<file path="src/mva_pkg.sv">
// Shared types, codes and constants for the Mobius vector adder.
// No dependencies; every other file imports this package.
package mva_pkg;

	localparam int MaxDim = 64;
	localparam int AddrW  = 6;
	localparam int CntW   = 7;

	typedef logic signed [23:0] elem_t;
	typedef logic [23:0]        curv_t;
	typedef logic [1:0]         status_t;
	typedef logic [3:0]         mop_t;

	localparam curv_t CurvReset = 24'd65536;

	localparam status_t ST_OK  = 2'd0;
	localparam status_t ST_OVF = 2'd1;
	localparam status_t ST_DEN = 2'd2;

	// multiplier operations; the code travels with the product one stage
	localparam mop_t MOP_NONE = 4'd0;
	localparam mop_t MOP_XY   = 4'd1;
	localparam mop_t MOP_XX   = 4'd2;
	localparam mop_t MOP_YY   = 4'd3;
	localparam mop_t MOP_CD   = 4'd4;
	localparam mop_t MOP_CX   = 4'd5;
	localparam mop_t MOP_CY   = 4'd6;
	localparam mop_t MOP_MHH  = 4'd7;
	localparam mop_t MOP_MHL  = 4'd8;
	localparam mop_t MOP_MLH  = 4'd9;
	localparam mop_t MOP_MLL  = 4'd10;
	localparam mop_t MOP_AHX  = 4'd11;
	localparam mop_t MOP_BHY  = 4'd12;
	localparam mop_t MOP_ALX  = 4'd13;
	localparam mop_t MOP_BLY  = 4'd14;

	typedef struct packed {
		logic    load;
		mop_t    mop;
		logic    m_clr;
		logic    den_ld;
		logic    div_start;
		logic    div_sel_b;
		logic    latch_a;
		logic    latch_b;
		logic    n_ld;
		logic    st_ld;
		status_t st_val;
		logic    idx_clr;
		logic    idx_inc;
		logic    rd;
		logic    s_clr;
		logic    emit;
		logic    emit_zero;
		logic    clr_vec;
	} mva_cmd_t;

	typedef struct packed {
		logic full;
		logic ovf;
		logic den_nonpos;
		logic div_done;
		logic out_free;
		logic idx_last;
	} mva_sts_t;

endpackage

</file>
<file path="src/mva_ctrl.sv">
// Sequencer for load, coefficient and emit phases.
// Depends on mva_pkg; drives mva_dp through command and status structs.
module mva_ctrl import mva_pkg::*; (
	input  logic     clk,
	input  logic     arst_n,
	input  logic     item_valid,
	input  logic     item_last,
	output logic     item_ready,
	input  mva_sts_t sts,
	output mva_cmd_t cmd
);

	localparam logic [4:0] S_IDLE = 5'd0;
	localparam logic [4:0] S_MXY  = 5'd1;
	localparam logic [4:0] S_MXX  = 5'd2;
	localparam logic [4:0] S_MYY  = 5'd3;
	localparam logic [4:0] S_CHK  = 5'd4;
	localparam logic [4:0] S_CD   = 5'd5;
	localparam logic [4:0] S_CX   = 5'd6;
	localparam logic [4:0] S_CY   = 5'd7;
	localparam logic [4:0] S_W1   = 5'd8;
	localparam logic [4:0] S_M0   = 5'd9;
	localparam logic [4:0] S_M1   = 5'd10;
	localparam logic [4:0] S_M2   = 5'd11;
	localparam logic [4:0] S_M3   = 5'd12;
	localparam logic [4:0] S_W2   = 5'd13;
	localparam logic [4:0] S_DEN  = 5'd14;
	localparam logic [4:0] S_DCHK = 5'd15;
	localparam logic [4:0] S_DIVA = 5'd16;
	localparam logic [4:0] S_DIVB = 5'd17;
	localparam logic [4:0] S_RD   = 5'd18;
	localparam logic [4:0] S_O0   = 5'd19;
	localparam logic [4:0] S_O1   = 5'd20;
	localparam logic [4:0] S_O2   = 5'd21;
	localparam logic [4:0] S_O3   = 5'd22;
	localparam logic [4:0] S_OW   = 5'd23;
	localparam logic [4:0] S_EMIT = 5'd24;
	localparam logic [4:0] S_ZERO = 5'd25;

	logic [4:0] state_q, state_d;
	logic       last_q, last_d;

	always_ff @(posedge clk or negedge arst_n) begin
		if (!arst_n) begin
			state_q <= S_IDLE;
			last_q  <= 1'b0;
		end else begin
			state_q <= state_d;
			last_q  <= last_d;
		end
	end

	always_comb begin
		state_d    = state_q;
		last_d     = last_q;
		cmd        = '0;
		item_ready = 1'b0;
		case (state_q)
			S_IDLE: begin
				item_ready = 1'b1;
				if (item_valid) begin
					cmd.load = 1'b1;
					last_d   = item_last;
					if (!sts.full) state_d = S_MXY;
					else if (item_last) state_d = S_CHK;
				end
			end
			S_MXY: begin
				cmd.mop = MOP_XY;
				state_d = S_MXX;
			end
			S_MXX: begin
				cmd.mop = MOP_XX;
				state_d = S_MYY;
			end
			S_MYY: begin
				cmd.mop = MOP_YY;
				state_d = last_q ? S_CHK : S_IDLE;
			end
			S_CHK: begin
				cmd.n_ld    = 1'b1;
				cmd.idx_clr = 1'b1;
				cmd.st_ld   = 1'b1;
				cmd.st_val  = sts.ovf ? ST_OVF : ST_OK;
				state_d     = sts.ovf ? S_ZERO : S_CD;
			end
			S_CD: begin
				cmd.mop   = MOP_CD;
				cmd.m_clr = 1'b1;
				state_d   = S_CX;
			end
			S_CX: begin
				cmd.mop = MOP_CX;
				state_d = S_CY;
			end
			S_CY: begin
				cmd.mop = MOP_CY;
				state_d = S_W1;
			end
			S_W1: state_d = S_M0;
			S_M0: begin
				cmd.mop = MOP_MHH;
				state_d = S_M1;
			end
			S_M1: begin
				cmd.mop = MOP_MHL;
				state_d = S_M2;
			end
			S_M2: begin
				cmd.mop = MOP_MLH;
				state_d = S_M3;
			end
			S_M3: begin
				cmd.mop = MOP_MLL;
				state_d = S_W2;
			end
			S_W2: state_d = S_DEN;
			S_DEN: begin
				cmd.den_ld = 1'b1;
				state_d    = S_DCHK;
			end
			S_DCHK: begin
				if (sts.den_nonpos) begin
					cmd.st_ld  = 1'b1;
					cmd.st_val = ST_DEN;
					state_d    = S_ZERO;
				end else begin
					cmd.div_start = 1'b1;
					state_d       = S_DIVA;
				end
			end
			S_DIVA: begin
				if (sts.div_done) begin
					cmd.latch_a   = 1'b1;
					cmd.div_start = 1'b1;
					cmd.div_sel_b = 1'b1;
					state_d       = S_DIVB;
				end
			end
			S_DIVB: begin
				if (sts.div_done) begin
					cmd.latch_b = 1'b1;
					state_d     = S_RD;
				end
			end
			S_RD: begin
				cmd.rd    = 1'b1;
				cmd.s_clr = 1'b1;
				state_d   = S_O0;
			end
			S_O0: begin
				cmd.mop = MOP_AHX;
				state_d = S_O1;
			end
			S_O1: begin
				cmd.mop = MOP_BHY;
				state_d = S_O2;
			end
			S_O2: begin
				cmd.mop = MOP_ALX;
				state_d = S_O3;
			end
			S_O3: begin
				cmd.mop = MOP_BLY;
				state_d = S_OW;
			end
			S_OW: state_d = S_EMIT;
			S_EMIT: begin
				if (sts.out_free) begin
					cmd.emit    = 1'b1;
					cmd.idx_inc = 1'b1;
					if (sts.idx_last) begin
						cmd.clr_vec = 1'b1;
						state_d     = S_IDLE;
					end else begin
						state_d = S_RD;
					end
				end
			end
			S_ZERO: begin
				if (sts.out_free) begin
					cmd.emit      = 1'b1;
					cmd.emit_zero = 1'b1;
					cmd.idx_inc   = 1'b1;
					if (sts.idx_last) begin
						cmd.clr_vec = 1'b1;
						state_d     = S_IDLE;
					end
				end
			end
			default: state_d = S_IDLE;
		endcase
	end

endmodule

</file>
<file path="config.mk">
export PLATFORM = sky130hd
export DESIGN_NAME = mva_ctrl
export DESIGN_NICKNAME = d
export VERILOG_FILES = /design/src/mva_pkg.sv /design/src/mva_ctrl.sv
export SDC_FILE = /design/constraint.sdc
export NUM_CORES = 1
export LEC_CHECK = 0
export BUFFER_PORTS_ARGS = -buffer_cell sky130_fd_sc_hd__buf_2
export CORE_UTILIZATION = 30
export CTS_BUF_LIST = sky130_fd_sc_hd__clkbuf_8
export DETAILED_ROUTE_END_ITERATION = 10
export PLACE_DENSITY = 0.52
export SYNTH_ARGS = -nofsm -noshare
export SYNTH_HDL_FRONTEND = slang
export SYNTH_SLANG_ARGS = --single-unit
</file>
<file path="constraint.sdc">
create_clock -name clk -period 2.1 [get_ports clk]
set_clock_uncertainty 0.05 [all_clocks]
set_input_delay 0 -clock clk [delete_from_list [all_inputs] [get_ports clk]]
set_output_delay 0 -clock clk [all_outputs]
set_load 0.05 [all_outputs]
</file>
Word-level counts from Yosys, hierarchy flattened. Index checks and enable logic that the tools add are counted.

Memories kept: 0. Flip-flop bits (word level): 6. RAM bits: 0. Logic and storage cells: 76. Bits in read-only memories: 0. Latch bits: 0.

Bitwise operators: 0. Shifts and indexed selects: 0. Eq/ne operators: 32. Reduce and logical (&&, ||, !) cells: 4. $lt $le $gt $ge: 0. Div/mod/pow operators: 0. $mul: 0. Add/subtract/negate cells: 0. Mux-type cells: 38.

Operators with widths (number): case mux 5 bit (26 select lines) (1); case mux 4 bit (14 select lines) (1); equality test 5 bit, second input constant (10); 2-to-1 mux 5 bit (10); equality test 5 x 4 -> 1 bit, second input constant (8); equality test 5 x 3 -> 1 bit, second input constant (4); 2-to-1 mux 1 bit (15); 2-to-1 mux 3 bit (4); inequality test 2 bit, second input constant (6); equality test 5 x 2 -> 1 bit, second input constant (2); AND reduction 7 bit (1); case mux 1 bit (2 select lines) (3); case mux 3 bit (2 select lines) (1); equality test 5 x 1 -> 1 bit, second input constant (1); zero test 5 bit (1); 2-to-1 mux 2 bit (2); 2-to-1 mux 4 bit (1); inequality test 3 bit, second input constant (1); AND reduction 2 bit (1); OR reduction 2 bit (1).

Logic depth before layout (Yosys ltp). Gate-level depths: netlist of the first run.

Word-level depth: 4. Mapped depth: 6. Depth with buffers taken out: 4.

Worst setup path after synthesis of the first run. OpenSTA, ideal clock, no wires.

Path type: register to output. Start point: register state_q[3]. End point: output port cmd[0] (netlist bit). Stages on the path, launching flop included: 6. Path slack: -0.433 ns. Arrival time: 2.483 ns. Required time: 2.050 ns. Path through: dfrtp_1 > buf_4 > buf_4 > nand3_1 > nor3_1 > and2_1.

RTL lines: start, declared (RTL line mva_ctrl.sv:40) `logic [4:0] state_q, state_d;`; start signal, assigned (RTL line mva_ctrl.sv:48) `state_q <= state_d;`; end, declared (RTL line mva_ctrl.sv:10) `output mva_cmd_t cmd`.

==> reports/qor.csv, run 1 <==
stage;metric;value;unit
worst_setup_path;WP data required;2050;ps
sta;Slew Limit Headroom;69.85;%
worst_setup_path;startpoint types;flop;
clock_tree;Num CTS Buffers;3;
finish;Fill cells;296;
detailed_routing;metal2 WL;1.241;mm
power_and_ir_drop;PwrDens;1809;mW/mm^2
global_routing;initial antenna violation count;0;
die;full die area;0.003135;sq mm
detailed_routing;highest metal used;met4;
hold_path;worst hold-check path type;in2async;
clock_tree;clk buf depth;2;
synthesis;Mapped Cells;123;
power_and_ir_drop;Max IR drop VDD;0.8178;mV
detailed_routing;DR iter-0 viols;21;
synthesis;mean post-synth cell area;7.110;sq um
synthesis;Netlist cell types;40;
detailed_routing;DRC viols;0;
clock_tree;CTS tree;yes;
synthesis;async set or reset register ratio after synthesis;100.0;%
clock_tree;root buf cell;clkbuf_8;
sta;Final Critical Period;1928;ps
placement;routability cong.;0.7984;
outcome;status;finished clean;
clock_tree;Clock Latency Late Sink;220;ps
synthesis;Post-synth EDFFs;0;
global_routing;wire length of the first global-routing pass;4.126;mm
detailed_routing;met3 wire len;131;microns
synthesis;Ys Warns;0;
worst_setup_path;Cell Chain, Critical Path;buf_4 > nand2b_1 > nor3_1 > a21oi_1 > o211ai_1 > buf_2;
worst_setup_path;max incr delay on CP;530;ps
finish;most common cell after layout, fill and taps aside;buf_2;
sta;Final Max Slew Viols;0;
sta;Final Hold Viols;0;
finish;Layout area overhead;27.61;%
placement;Placed Area;0.001051;sq mm
detailed_routing;DR pass1 iterations;4;
synthesis;Mapped Area;874.6;sq um
detailed_routing;WL met1;1.118;mm
die;Rows;19;
finish;Finished Layout Cells;182;
finish;area of the multi-input gates;656.9;sq um
job;maximum capacitance violations;0;
die;Die Span Y;56.00;microns
worst_setup_path;WP data arrival;1880;ps
sta;FMAX;518.7;MHz
global_routing;GRT Residual Overflow;0;
sta;WHS;75.95;ps
placement;placed cell count;177;
sta;Setup WS post-layout;172.2;ps
clock_tree;clock sink total;6;
sta;Slew @ Worst Pin;452.3;ps
die;Initial Util;31.72;%
die;# IOs;33;
clock_tree;clock-pin transition on the worst setup and hold timing paths;40;ps
die;Core Region;0.002758;sq mm
finish;register area;153.9;sq um
worst_setup_path;crit path buf inv count;2;
synthesis;Seq/Total Area, Yosys;17.17;%
worst_setup_path;critical-path maximum fanout;14;
worst_setup_path;slowest stage cell, crit path;dfrtp_1;
finish;most frequent cells in the layout;buf_2, nor2_1, nand2_1;
detailed_routing;antenna viol nets, final;0;
worst_setup_path;WS Path Type;reg2out;
placement;I/O Buffers;32;
sta;# setup viols final;0;
sta;period utilisation layout;91.80;%
worst_setup_path;delay-heaviest family, CP;buffers and inverters;
power_and_ir_drop;leakage power;0.5403;nW
global_routing;GRT Overall Usage;16.35;%
synthesis;syn nets;133;
detailed_routing;DRT Wirelength;2.514;mm
synthesis;Post-synth top flop;dfrtp_1;
die;die width;56.00;microns
global_routing;largest net degree at the start of global routing;26;
detailed_routing;post-DR vias/cell;5.516;
finish;final net count;163;
global_routing;number of global-route vias before repair;892;
placement;dpl ws;151.6;ps
finish;layout cells sized above 1;36.42;%
clock_tree;H-tree depth;1;
placement;DP Wirelength;1.900;mm
finish;diode count;0;
finish;Design Area, Final;0.001116;sq mm
sta;RSZ-0062 raised after global routing;false;
sta;sum of negative setup slack;0;ps
detailed_routing;drt wl/cell;13.81;microns
synthesis;register bit total from synthesis;6;
worst_setup_path;Crit. End Element;output pin;
detailed_routing;via count;1004;
[registers in the layout, summed over array words and instances, names as in the netlist]
name and count:
last_q 1, state_q 5
[stage by stage]
stage | util [%] | power, mW
finish | 40.47 | 2.019
global route | 40.47 | 2.190
CTS | 40.38 | 2.024
detailed placement | 38.11 | 1.842
global placement | 38.11 | 1.814
floorplan | - | 1.568
[report_power, final]
group	total (mW)	internal, mW	switching, mW	leakage [nW]
logic	1.44	0.509	0.934	0.448
clock network	0.169	0.123	0.0463	0.0216
registers	0.407	0.179	0.229	0.0705
[cells in the mapped netlist, drive strengths merged (3+ instances only)]
master / instances / area (sq um)
o21ai: 6 / 30.03
buf: 12 / 77.57
nand3b: 3 / 22.52
and2: 4 / 25.02
nand2b: 7 / 43.79
a21oi: 8 / 43.79
nor2: 12 / 45.04
nand3: 4 / 20.02
nor3: 6 / 30.03
o21a: 3 / 22.52
nor2b: 4 / 25.02
mux2i: 3 / 30.03
dfrtp: 6 / 150.1
and3: 7 / 43.79
nand2: 10 / 37.54
[final timing paths]
path / from / endpoint / slack, ps / cells past startpoint
min in group clk: sts[3] / state_q[3] / 130 / 3
min reg2reg: last_q / last_q / 460 / 1
max reg2reg: state_q[2] / state_q[3] / 340 / 4
max: state_q[2] / cmd[18] / 170 / 6
min: arst_n / state_q[1] / 80 / 2
max in group asynchronous: arst_n / state_q[3] / 1760 / 2
[what timing repair did]
| action | in CTS | in global routing |
|---|---|---|
| endpoints found under the hold margin | 7 | 0 |
| hold buffers | 2 | 0 |
| endpoints found under the setup margin | 2 | 5 |
| pin swaps | 0 | 0 |
| setup buffers | 0 | 0 |
| resized for setup | 1 | 2 |
[worst register-to-register path, delay by kind of cell, from the launching register on]
family,cells,cell delay (ps)
AOI/OAI and AO/OA,3,690
DFF,1,610
and+or+nand+nor,1,290
[area by class of cell]
cell class	count	share of cell area, %
Multi-Input combinational cell	101	58.86
Timing Repair Buffer	39	19.51
Sequential cell	6	13.79
Clock buffer	3	3.700
Tap cell	31	3.475
Inverter	2	0.6726
[routing by layer]
metal	track usage (%)	vias up
li1	-	504
met1	21.04	464
met2	28.06	32
met3	3.721	4
met4	3.136	0
met5	0	-
[kinds of logic after synthesis]
family                 Yosys count  synth area share, %
AOI/OAI and AO/OA               34                27.75
and+or+nand+nor                 63                39.77
buffers and inverters           16                10.59
DFF                              6                17.17
muxes                            4                4.721
Note: power is estimated with default switching activity, not from simulation.
==> run 2, diff against run 1 <==
==> constraint.sdc (replaced) <==
create_clock -name clk -period 2.1 [get_ports clk]
set_clock_uncertainty 0.05 [all_clocks]
set_input_delay 0.315 -clock clk [delete_from_list [all_inputs] [get_ports clk]]
set_output_delay 0.315 -clock clk [all_outputs]
set_load 0.05 [all_outputs]
==> run 2 against run 1 <==
Cell area increased by 7.1%. Sequential cell count is the same. Die area is the same. Global-route usage grew 0.63 points. Non-clock buffer count is 4 higher. Clock power rose by 5%. First-iteration DRC count increased by 19%. Routed wire length is 3.9% higher. Count of clock-buffer cells in the layout is the same. Cell count rose by 2.7%. Largest cell class unchanged. Largest power group unchanged. Highest routed layer unchanged.
==> reports/qor.csv, run 2 (synthesis results as in run 1) <==
stage;metric;value;unit;change
hold_path;Hold Crit Endpoint;last_q;;
outcome;status;finished clean;;unchanged
placement;routability cong.;0.7856;;was 0.7984
sta;# setup viols final;0;;unchanged
global_routing;largest net degree at the start of global routing;26;;unchanged
detailed_routing;DRT Wirelength;2.613;mm;was 2.514 mm
clock_tree;clock-pin transition on the worst setup and hold timing paths;40;ps;about the same
sta;RSZ-0062 raised after global routing;false;;unchanged
power_and_ir_drop;leakage power;0.5744;nW;was 0.5403 nW
detailed_routing;drt wl/cell;13.97;microns;was 13.81 microns
worst_setup_path;slowest stage cell, crit path;dfrtp_2;;was dfrtp_1
power_and_ir_drop;Max IR drop VDD;1.028;mV;was 0.8178 mV
finish;Layout area overhead;36.62;%;was 27.61%
sta;FMAX;486.1;MHz;was 518.7 MHz
finish;register with the most flip-flops;state_q;;unchanged
detailed_routing;antenna viol nets, final;0;;unchanged
sta;Setup WS post-layout;42.92;ps;was 172.2 ps
finish;layout cells sized above 1;42.95;%;was 36.42%
worst_setup_path;WP data arrival;1690;ps;was 1880 ps
die;Initial Util;31.72;%;unchanged
hold_path;min-delay src;item_last;;
finish;Fill cells;298;;was 296
finish;diode count;0;;unchanged
global_routing;initial antenna violation count;0;;unchanged
hold_path;Hold Path Cell Cnt;2;;
sta;Final Hold Viols;0;;unchanged
worst_setup_path;Worst R2R Path Depth;5;;was 4
worst_setup_path;flop2flop setup slack;230;ps;was 340 ps
clock_tree;root buf cell;clkbuf_8;;unchanged
clock_tree;clock sink total;6;;unchanged
detailed_routing;DR iter-0 viols;25;;was 21
clock_tree;clk buf depth;2;;unchanged
sta;Slew @ Worst Pin;457.9;ps;was 452.3 ps
worst_setup_path;WS Path Type;reg2out;;unchanged
finish;most common cell after layout, fill and taps aside;buf_2;;unchanged
clock_tree;H-tree depth;1;;unchanged
placement;dpl ws;130.2;ps;was 151.6 ps
sta;period utilisation layout;97.96;%;was 91.80%
die;full die area;0.003135;sq mm;unchanged
placement;DP Wirelength;2.014;mm;was 1.900 mm
detailed_routing;post-DR vias/cell;5.444;;was 5.516
worst_setup_path;FF-to-FF Start;state_q[4];;was state_q[2]
worst_setup_path;critical-path maximum fanout;13;;was 14
power_and_ir_drop;PwrDens;1852;mW/mm^2;was 1809 mW/mm^2
finish;most frequent cells in the layout;buf_2, nor2_1, buf_4;;was buf_2, nor2_1, nand2_1
worst_setup_path;max incr delay on CP;490;ps;was 530 ps
job;maximum capacitance violations;0;;unchanged
sta;Final Max Slew Viols;0;;unchanged
clock_tree;Num CTS Buffers;3;;unchanged
placement;I/O Buffers;32;;unchanged
worst_setup_path;Crit. End Element;output pin;;unchanged
die;Rows;19;;unchanged
sta;WHS;296.3;ps;was 75.95 ps
die;Core Region;0.002758;sq mm;unchanged
finish;top flop regs;state_q: 5 flops, last_q: 1 flops;;unchanged
detailed_routing;DR pass1 iterations;4;;unchanged
clock_tree;Clock Latency Late Sink;220;ps;about the same
hold_path;worst hold-check path type;in2reg;;was in2async
worst_setup_path;WP data required;1740;ps;was 2050 ps
sta;Final Critical Period;2057;ps;was 1928 ps
detailed_routing;DRC viols;0;;unchanged
finish;Core Util, Final;43.33;%;was 40.47%
die;die width;56.00;microns;unchanged
die;Die Span Y;56.00;microns;unchanged
worst_setup_path;worst r2r dst;state_q[2];;was state_q[3]
clock_tree;CTS tree;yes;;unchanged
global_routing;number of global-route vias before repair;977;;was 892
sta;Slew Limit Headroom;69.48;%;was 69.85%
finish;final net count;167;;was 163
global_routing;wire length of the first global-routing pass;4.416;mm;was 4.126 mm
detailed_routing;via count;1018;;was 1004
finish;max reg flops;5;;unchanged
worst_setup_path;Cell Chain, Critical Path;nand2b_4 > nor2_1 > nand2_2 > nor3_4 > buf_2;;was buf_4 > nand2b_1 > nor3_1 > a21oi_1 > o211ai_1 > buf_2
die;# IOs;33;;unchanged
global_routing;GRT Overall Usage;16.98;%;was 16.35%
global_routing;GRT Residual Overflow;0;;unchanged
worst_setup_path;startpoint types;flop;;unchanged
==> run 2: area by class of cell <==
type	instances	area (sq um)	area share, %
multi-input combinational	101	686.9	57.49
timing repair buffer	43	259.0	21.68
sequential	6	157.7	13.19
clock buffer	3	41.29	3.455
tap	31	38.79	3.246
inverter	2	7.507	0.6283
clock inverter	1	3.754	0.3141
==> run 2: timing repair <==
action | in CTS | in global routing
endpoints found under the setup margin | 7 | 16
pin swaps | 0 | 1
hold endpoints to repair | 6 | 0
setup buffers | 0 | 1
resized for setup | 6 | 5
hold buffers | 1 | 0
==> run 2: through the flow <==
stage               total power [mW]  instances  cell area, sq um  TNS, ps
CTS                            2.158        186              1172   -4.333
detailed placement             1.944        181              1105        0
global route                   2.374        187              1195        0
finish                         2.213        187              1195        0
floorplan                      1.637        123             937.1   -689.4
global placement               1.942        181              1105        0
==> run 2: critical path: cells and delay by family (launching register included) <==
family                 cells  cell delay (ps)
buffers and inverters      1              290
flip-flops                 1              490
AND/OR/NAND/NOR            4              690
==> run 2: power by group <==
group          switching, mW  total [mW]  internal, mW
Sequential             0.184       0.371         0.187
Clock                 0.0521       0.178         0.126
Combinational           1.04        1.66         0.620
==> run 2: worst max path at each step <==
stage	startpoint	endpoint	depth (start not counted)
after detailed placement	state_q[1]	cmd[19]	4
after floorplan	state_q[3]	cmd[0]	5
final	state_q[3]	cmd[12]	5
after global routing	state_q[3]	cmd[12]	5
after global placement	state_q[1]	cmd[19]	4
after CTS	state_q[3]	cmd[12]	5
==> run 2: per-layer routing <==
| metal | share of wire (%) | wire (microns) | vias to the layer above | GRT usage (%) |
|---|---|---|---|---|
| met3 | 1.9 | 49 | 2 | 1.860 |
| met5 | 0 | 0 | - | 0 |
| li1 | - | - | 509 | - |
| met4 | 0.54 | 14 | 0 | 4.530 |
| met1 | 48 | 1249 | 486 | 22.77 |
| met2 | 50 | 1299 | 21 | 28.91 |
==> run 3, diff against run 2 <==
CAP_MARGIN = 20   (was not set)
GPL_TIMING_DRIVEN = 0   (was not set)
clock period = 1.9 ns   (was 2.1 ns; I/O delays follow)
==> run 3 against run 2 <==
Routed wire length grew 23%. Largest cell class unchanged. Worst hold slack got worse by 30 ps. Sequential share of layout area down 3.7 points. Register-to-register slack lost 120 ps. Power increased by 49%. Sequential power down 26%. Largest power group unchanged. Die area unchanged. The run now ends with setup timing left. First-iteration DRC count rose by 40%.
==> reports/qor.csv, run 3 (synthesis results as in run 1) <==
stage;metric;value;unit;change
outcome;status;finished, violations left;;was finished clean
outcome;failing checks;setup timing;;
die;die width;56.00;microns;unchanged
worst_setup_path;Worst R2R Path Depth;6;;was 5
finish;layout cells sized above 1;61.67;%;was 42.95%
clock_tree;root buf cell;clkbuf_8;;unchanged
detailed_routing;drt wl/cell;15.24;microns;was 13.97 microns
clock_tree;clk buf depth;2;;unchanged
worst_setup_path;Cell Chain, Critical Path;buf_6 > buf_8 > nor2_4 > nand2_4 > o32ai_4 > buf_6;;was nand2b_4 > nor2_1 > nand2_2 > nor3_4 > buf_2
sta;WHS;266.4;ps;was 296.3 ps
worst_setup_path;Critical path origin;state_q[2];;was state_q[3]
placement;DP Wirelength;2.120;mm;was 2.014 mm
global_routing;largest net degree at the start of global routing;11;;was 26
finish;diode count;0;;unchanged
worst_setup_path;FF-to-FF Start;state_q[1];;was state_q[4]
worst_setup_path;Worst Setup EP;cmd[14];;was cmd[12]
sta;# setup viols final;2;;was 0
clock_tree;Clock Latency Late Sink;220;ps;about the same
die;Die Span Y;56.00;microns;unchanged
die;Rows;19;;unchanged
sta;Final Critical Period;1924;ps;
worst_setup_path;max incr delay on CP;440;ps;was 490 ps
finish;register area;155.1;sq um;was 157.7 sq um
detailed_routing;via count;1171;;was 1018
placement;placed cell count;186;;was 181
power_and_ir_drop;internal power;1.564;mW;was 932.4 uW
power_and_ir_drop;P_sw;1.729;mW;was 1.281 mW
detailed_routing;post-DR vias/cell;5.550;;was 5.444
worst_setup_path;Crit. End Element;output pin;;unchanged
sta;Setup WS post-layout;-23.71;ps;was 42.92 ps
clock_tree;Num CTS Buffers;3;;unchanged
worst_setup_path;startpoint types;flop;;unchanged
global_routing;GRT Residual Overflow;0;;unchanged
detailed_routing;antenna viol nets, final;0;;unchanged
worst_setup_path;WS Path Type;reg2out;;unchanged
worst_setup_path;delay-heaviest family, CP;buffers and inverters;;was simple AND/OR/NAND/NOR gates
clock_tree;H-tree depth;1;;unchanged
power_and_ir_drop;Power Total;3.293;mW;was 2.213 mW
sta;FMAX;519.8;MHz;
job;maximum capacitance violations;0;;unchanged
global_routing;initial antenna violation count;0;;unchanged
worst_setup_path;WP data required;1560;ps;was 1740 ps
sta;Final Hold Viols;0;;unchanged
sta;Slew Limit Headroom;72.97;%;was 69.48%
sta;sum of negative setup slack;-34.76;ps;was 0 ps
worst_setup_path;critical-path maximum fanout;10;;was 13
worst_setup_path;WP data arrival;1590;ps;was 1690 ps
clock_tree;clock sink total;6;;unchanged
worst_setup_path;crit-path most repeated cell;buf_6;;
global_routing;wire length of the first global-routing pass;5.009;mm;was 4.416 mm
finish;Finished Layout Cells;211;;was 187
die;Core Region;0.002758;sq mm;unchanged
die;Initial Util;31.72;%;unchanged
sta;RSZ-0062 raised after global routing;true;;was false
power_and_ir_drop;PwrDens;2014;mW/mm^2;was 1852 mW/mm^2
sta;Slew @ Worst Pin;405.5;ps;was 457.9 ps
detailed_routing;DRC viols;0;;unchanged
global_routing;GRT Overall Usage;19.54;%;was 16.98%
detailed_routing;DR pass1 iterations;4;;unchanged
finish;Layout area overhead;86.98;%;was 36.62%
finish;area of the multi-input gates;835.8;sq um;was 686.9 sq um
die;# IOs;33;;unchanged
hold_path;worst hold-check path type;in2reg;;unchanged
die;full die area;0.003135;sq mm;unchanged
worst_setup_path;number of stages on the worst setup path;6;;was 5
global_routing;number of global-route vias before repair;1128;;was 977
worst_setup_path;crit path buf inv count;3;;was 1
sta;Final Max Slew Viols;0;;unchanged
placement;dpl ws;-63.43;ps;was 130.2 ps
detailed_routing;DR iter-0 viols;35;;was 25
worst_setup_path;flop2flop setup slack;110;ps;was 230 ps
placement;routability cong.;0.8918;;was 0.7856
worst_setup_path;slowest stage cell, crit path;dfrtp_2;;unchanged
placement;I/O Buffers;32;;unchanged
finish;most frequent cells in the layout;buf_4, buf_2, buf_6;;was buf_2, nor2_1, buf_4
clock_tree;clock-pin transition on the worst setup and hold timing paths;40;ps;about the same
clock_tree;CTS tree;yes;;unchanged
worst_setup_path;worst r2r dst;state_q[2];;unchanged
finish;max reg flops;5;;unchanged
finish;most common cell after layout, fill and taps aside;buf_4;;was buf_2
power_and_ir_drop;Max IR drop VDD;1.249;mV;was 1.028 mV
power_and_ir_drop;clock power share;6.0;%;was 8.0%
hold_path;Hold Path Cell Cnt;2;;unchanged
power_and_ir_drop;sw frac;52.51;%;was 57.87%
finish;register with the most flip-flops;state_q;;unchanged
power_and_ir_drop;Comb pwr share;85.7;%;was 75.2%
finish;final net count;191;;was 167
power_and_ir_drop;Reg power frac;8.3;%;was 16.7%
detailed_routing;DRT Wirelength;3.215;mm;was 2.613 mm
finish;top flop regs;state_q: 5 flops, last_q: 1 flops;;unchanged
finish;Fill cells;252;;was 298
power_and_ir_drop;leakage power;0.7361;nW;was 0.5744 nW
sta;period utilisation layout;101.2;%;
-- run 3: power by group through the flow --
| stage | logic (mW) | clock network, mW | registers [mW] |
|---|---|---|---|
| detailed placement | 2.05 | 0 | 0.272 |
| finish | 2.82 | 0.197 | 0.274 |
| CTS | 2.53 | 0.197 | 0.258 |
| floorplan | 1.66 | 0 | 0.253 |
| global placement | 2.03 | 0 | 0.276 |
| global route | 2.97 | 0.208 | 0.280 |
-- run 3: timing repair --
item,4_1_cts,5_1_grt
hold endpoints to repair,6,0
setup buffers,13,6
cloned,0,1
setup endpoints to repair,22,18
hold buffers,1,0
pin swaps,3,5
resized for setup,47,26
-- run 3: worst min path at each step --
| stage | start | endpoint | slack [ps] |
|---|---|---|---|
| 6_report | item_last | last_q | 270 |
| 5_1_grt | item_last | last_q | 280 |
| 4_1_cts | item_last | last_q | 270 |
| 3_5_place_dp | arst_n | last_q | 60 |
| 3_3_place_gp | arst_n | last_q | 60 |
| 2_1_floorplan | arst_n | last_q | -60 |
-- run 3: layout make-up --
cell class / instances / share of cell area (%)
buffer: 14 / 9.640
clock buffer: 3 / 2.525
tap: 31 / 2.372
clock inverter: 1 / 0.2295
timing repair buffer: 53 / 23.95
multi-input combinational: 101 / 51.11
inverter: 2 / 0.6886
sequential: 6 / 9.487
-- run 3: stage by stage --
step	utilization (%)	instance area (sq um)
finish	59.30	1635
global route	59.30	1635
CTS	54.45	1501
detailed placement	43.28	1194
global placement	43.28	1194
floorplan	-	994.7
-- run 3: routing by layer --
layer | up-vias | global-route usage [%] | share of wire [%]
met1 | 566 | 25.33 | 43
met2 | 42 | 35.03 | 52
met3 | 2 | 1.860 | 3.9
met4 | 0 | 4.181 | 0.65
met5 | - | 0 | 0
li1 | 561 | - | -
-- run 3: worst register-to-register path, stage by stage (launching register included) --
cell and delay, ps:
dfrtp_1 390, buf_2 160, buf_4 130, or4b_4 530, a21oi_2 170, a2111oi_2 60, o21a_1 190
